**src/design/air_pkg.sv**
```systemverilog
// Shared types and constants of the affine image resampler.
// Used by air_ctrl, air_dp and affine_image_resampler.
`default_nettype none
package air_pkg;

	localparam int IMG_W_DEF     = 256;
	localparam int IMG_H_DEF     = 256;
	localparam int FRAC_BITS_DEF = 16;

	localparam int ADDR_W    = 16;
	localparam int PIX_W     = 8;
	localparam int COORD_W   = 12;
	localparam int COEF_W    = 32;
	localparam int CFG_IDX_W = 3;
	localparam int CTL_W     = 10;
	localparam int MODE_W    = 2;

	// register indexes
	localparam logic [CFG_IDX_W-1:0] REG_COEF_XX  = 3'd0;
	localparam logic [CFG_IDX_W-1:0] REG_COEF_XY  = 3'd1;
	localparam logic [CFG_IDX_W-1:0] REG_COEF_XC  = 3'd2;
	localparam logic [CFG_IDX_W-1:0] REG_COEF_YX  = 3'd3;
	localparam logic [CFG_IDX_W-1:0] REG_COEF_YY  = 3'd4;
	localparam logic [CFG_IDX_W-1:0] REG_COEF_YC  = 3'd5;
	localparam logic [CFG_IDX_W-1:0] REG_MODE     = 3'd6;
	localparam logic [CFG_IDX_W-1:0] REG_PIX_CTL  = 3'd7;

	localparam logic signed [COEF_W-1:0] COEF_UNIT_RST = 32'sd65536;
	localparam logic [CTL_W-1:0]         PIX_CTL_RST   = 10'd2;

	localparam logic [MODE_W-1:0] MODE_NEAREST  = 2'd0;
	localparam logic [MODE_W-1:0] MODE_BILINEAR = 2'd1;

	typedef struct packed {
		logic       load_wr;
		logic       map_start;
		logic       rd;
		logic [3:0] rd_k;
		logic       cr_mul;
		logic       cr_add;
		logic [2:0] cr_row;
		logic [1:0] cr_step;
		logic       bl_row;
		logic       bl_col;
		logic       fin;
	} cmd_t;

	typedef struct packed {
		logic mode_near;
		logic mode_bil;
		logic inb;
		logic out_free;
	} sts_t;

endpackage
`default_nettype wire

```
**src/design/air_ctrl.sv**
```systemverilog
// Sequencer of the affine image resampler: walks each item through the
// coordinate pipe, the pixel fetch and the interpolation steps. Uses air_pkg.
`default_nettype none
module air_ctrl (
	input  wire logic          clk,
	input  wire logic          arst_n,
	input  wire logic          in_valid,
	output logic               in_stall,
	input  wire logic          kind,
	input  air_pkg::sts_t      sts,
	output air_pkg::cmd_t      cmd
);

	localparam logic [3:0] S_IDLE  = 4'd0;
	localparam logic [3:0] S_PIPE  = 4'd1;
	localparam logic [3:0] S_FETCH = 4'd2;
	localparam logic [3:0] S_DRAIN = 4'd3;
	localparam logic [3:0] S_CRMUL = 4'd4;
	localparam logic [3:0] S_CRADD = 4'd5;
	localparam logic [3:0] S_BLROW = 4'd6;
	localparam logic [3:0] S_BLCOL = 4'd7;
	localparam logic [3:0] S_FIN   = 4'd8;

	logic [3:0] state_q, state_d;
	logic [2:0] cnt_q, cnt_d;
	logic [3:0] k_q, k_d;
	logic [2:0] row_q, row_d;
	logic [1:0] step_q, step_d;

	always_ff @(posedge clk or negedge arst_n) begin
		if (!arst_n) begin
			state_q <= S_IDLE;
			cnt_q   <= '0;
			k_q     <= '0;
			row_q   <= '0;
			step_q  <= '0;
		end else begin
			state_q <= state_d;
			cnt_q   <= cnt_d;
			k_q     <= k_d;
			row_q   <= row_d;
			step_q  <= step_d;
		end
	end

	assign in_stall = (state_q != S_IDLE);

	always_comb begin
		state_d = state_q;
		cnt_d   = cnt_q;
		k_d     = k_q;
		row_d   = row_q;
		step_d  = step_q;
		cmd           = '0;
		cmd.rd_k      = k_q;
		cmd.cr_row    = row_q;
		cmd.cr_step   = step_q;
		unique case (state_q)
			S_IDLE: begin
				cmd.load_wr   = in_valid && !kind;
				cmd.map_start = in_valid && kind;
				if (in_valid && kind) begin
					state_d = S_PIPE;
					cnt_d   = '0;
				end
			end
			S_PIPE: begin
				// wait for the coordinate and bounds stages to settle
				cnt_d = cnt_q + 3'd1;
				if (cnt_q == 3'd4) begin
					k_d     = '0;
					state_d = sts.inb ? S_FETCH : S_FIN;
				end
			end
			S_FETCH: begin
				cmd.rd = 1'b1;
				k_d    = k_q + 4'd1;
				if (sts.mode_near || k_q == 4'd15)
					state_d = S_DRAIN;
			end
			S_DRAIN: begin
				row_d  = '0;
				step_d = '0;
				if (sts.mode_near)
					state_d = S_FIN;
				else if (sts.mode_bil)
					state_d = S_BLROW;
				else
					state_d = S_CRMUL;
			end
			S_CRMUL: begin
				cmd.cr_mul = 1'b1;
				state_d    = S_CRADD;
			end
			S_CRADD: begin
				cmd.cr_add = 1'b1;
				state_d    = S_CRMUL;
				if (step_q == 2'd2) begin
					step_d = '0;
					row_d  = row_q + 3'd1;
					if (row_q == 3'd4)
						state_d = S_FIN;
				end else begin
					step_d = step_q + 2'd1;
				end
			end
			S_BLROW: begin
				cmd.bl_row = 1'b1;
				state_d    = S_BLCOL;
			end
			S_BLCOL: begin
				cmd.bl_col = 1'b1;
				state_d    = S_FIN;
			end
			S_FIN: begin
				// hold until the output register is free
				if (sts.out_free) begin
					cmd.fin = 1'b1;
					state_d = S_IDLE;
				end
			end
			default: begin
				state_d = S_IDLE;
			end
		endcase
	end

endmodule
`default_nettype wire

```
**config.mk**
```make
export PLATFORM = sky130hd
export DESIGN_NAME = air_ctrl
export DESIGN_NICKNAME = d
export VERILOG_FILES = /design/src/design/air_pkg.sv /design/src/design/air_ctrl.sv
export SDC_FILE = /design/constraint.sdc
export NUM_CORES = 1
export LEC_CHECK = 0
export CORE_ASPECT_RATIO = 1.25
export CORE_MARGIN = 8
export CORE_UTILIZATION = 60
export CTS_BUF_LIST = sky130_fd_sc_hd__clkbuf_4 sky130_fd_sc_hd__clkbuf_8
export DETAILED_ROUTE_END_ITERATION = 6
export DONT_BUFFER_PORTS = 1
export PLACE_DENSITY_LB_ADDON = 0.3
export SETUP_SLACK_MARGIN = 0.4
export SYNTH_ARGS = -nofsm -noshare
export SYNTH_HDL_FRONTEND = slang
export SYNTH_SLANG_ARGS = --single-unit
```
**constraint.sdc**
```tcl
create_clock -name clk -period 4.7 [get_ports clk]
set_input_delay 0.47 -clock clk [delete_from_list [all_inputs] [get_ports clk]]
set_output_delay 0.47 -clock clk [all_outputs]
set_load 0.1 [all_outputs]
```
==> impl_results.md <==
- Final instance area: roughly 1100 µm²
- Max stage delay on crit path: approximately 0.93 ns
- Clk slew on worst S/H paths: roughly 0.090 ns
- Data required, critical path: between 4 and 5 ns
- GPL Wtd Cong: 0.687
- Part of the cycle the worst path needs: 0.569
- Slew headroom: 0.280
- Worst hold slack: between 0.2 and 0.3 ns
- Number of max-cap violations: 0
- Post_cts resized: 0
- Distinct cells, synth: 35
- Slew Viols, Final: 0
- Crit-path slowest cell: and3_1
- Buffers on Ports: 0
- Crit Path Class: reg -> out
- TritonCTS Buffers: 3
- Setup slack, reg-to-reg: between 2 and 2.5 ns
- EDFF count, synth: 0
- Drt drc: 0
- # rows: 16
- Post-Route WL: about 2.0 mm
- Outcome: finished, final reports clean
- Yosys Warn Count: 0
- DR vias/cell: slightly above 6
- Vias: 739
- Initial Util: 0.642
- Post-synth net total: 113
- Antenna violations before repair: 0
- Dpl hpwl: roughly 1.6 mm
- CTS Sinks: 16
- Max Freq: ~370 MHz
- Register Area: around 400 µm²
- Diodes inserted: 0
- Area of the multi-input gates: about 560 µm²
- Largest net degree at the start of global routing: 17
- Placed Cells: 117
- Mapped Avg Cell Area: between 10 and 15 µm²
- RSZ-0062 raised after global routing: no
- ANT nets after route: 0
- Vias in the first global route: about 760
- Total number of H-tree levels: 1
- Setup TNS Final: 0 ns
- Worst hold path type: in -> reg
- Skew-Pair Late Insertion Delay: between 0.2 and 0.3 ns
- Crit path depth: 2
- Drt pass-1 iters: 6
- GRT Total Usage: 0.136
- Grt total ovfl: 0
- CP Buf/Inv Count: 0
- Worst r2r dst: cnt_q[0]
- Mapped Area: roughly 1000 µm²
- Clock Skews: between 0.005 and 0.006 ns
- CP delay by family, top: simple AND/OR/NAND/NOR gates
- R2R Path Start: state_q[2]
- Post-CTS Setup Inserts: 0
- Die ar.: 3240 µm²
- Die height: between 60 and 70 µm
- Final number of setup-violating endpoints: 0
- Post-synth ARST share: 1.00
- Critical Path End: cmd[15]
- Clk buf depth: 2
- Max FO, Critical Path: 12
- Worst setup EP type: output pin
- Synth top area cells: dfrtp_1, ha_1, nor4b_4
- Endpoints failing hold: 0
- Synth Instances: 100
- CP startpoint kind: register
- Final Non-Filler Cells: 122
- Area share of the largest cell type after synthesis: 0.400
- Sequential-to-total area share from yosys stat: 0.400
- Top cell type by total area after synthesis: dfrtp_1
- CP startpoint: state_q[2]
- Core box area: 1560 µm²
- Count leader, synth: dfrtp_1
- Crit path cell chain: nor4_2 > and3_1
- Most used DFF post-synth: dfrtp_1
- Worst-Margin Slew: about 1.1 ns
- Reg2reg path depth: 4
- Placed inst area: 1070 µm²
- Area delta synth->final: 11.1%
- First-pass GRT wire length: around 3.4 mm
- # nets final: about 120
- DR iter-0 viols: 12
- Root Driver: clkbuf_4
- CTS tree: built
- Synthesized flop and latch total: 16
- Crit path DAT: approximately 2.2 ns
- Die width: 52.6 µm
- Min cycle time layout: around 2.7 ns
- Fillers: between 100 and 150
- Share of cells above drive strength 1: 0.212
- Commonest cells post-synth: dfrtp_1, nand2_1, nor2_1
- # IOs: 26
- WL/cell: 16.5 µm
[final cells by class]
type | count | share of cell area
flip-flops and latches | 16 | 0.360
repair buffers | 4 | 0.0607
well taps | 18 | 0.0202
inverters | 6 | 0.0202
clock buffers | 4 | 0.0326
multi-input cells | 74 | 0.507
[routing by layer]
metal | track usage | part of all wire | vias to the layer above
li1 | - | - | 363
met5 | 0 | 0 | -
met4 | 0.0667 | 0.0074 | 0
met1 | 0.149 | 0.42 | 354
met3 | 0.0429 | 0.085 | 2
met2 | 0.231 | 0.49 | 20
[per-stage QoR]
step | utilization | setup slack [ns]
after floorplan | - | 1.18
after global placement | 0.683 | 2.37
after detailed placement | 0.683 | 2.35
after CTS | 0.713 | 2.02
after global routing | 0.713 | 1.90
final | 0.713 | 2.03
[logic make-up after synthesis]
kind of cell             after synthesis  share of synthesized area
multiplexers                           3                     0.0374
XOR/XNOR                               3                     0.0262
buffers and inverters                 10                     0.0549
AND/OR/NAND/NOR                       43                      0.275
flip-flops                            16                      0.399
adder cells (fa/ha/maj)                5                     0.0624
AO/OA/AOI/OAI                         20                      0.145
[flip-flops by register name (all words and copies together), names as in the netlist]
signal and count:
cnt_q 3, state_q 4, row_q 3, k_q 4
step_q 2
[worst min-delay path by stage]
stage	from	end	slack, ns	cells past startpoint
after global placement	arst_n	k_q[3]	0.17	0
after CTS	sts[0]	state_q[3]	0.28	1
after global routing	sts[0]	state_q[3]	0.29	1
after floorplan	arst_n	cnt_q[0]	0.17	0
final	sts[0]	state_q[3]	0.29	1
after detailed placement	arst_n	k_q[2]	0.17	0
[timing repair]
item	in CTS	in global routing
setup endpoints to repair	0	0
hold buffers	1	0
endpoints found under the hold margin	16	0
[cell usage in the layout (no fill, tap or decap), types with 3 or more instances in the layout]
cell,n
a22o_1,3
clkbuf_4,3
dfrtp_1,16
ha_1,5
inv_1,6
nand2_1,11
nor2_1,6
nor2_2,3
nor2b_1,6
nor3_1,3
o21ai_0,3
o21ai_1,3
Power is left out: the tool's default activity adds up to more than one toggle a clock period on the data nets, which glitch-free logic cannot reach.
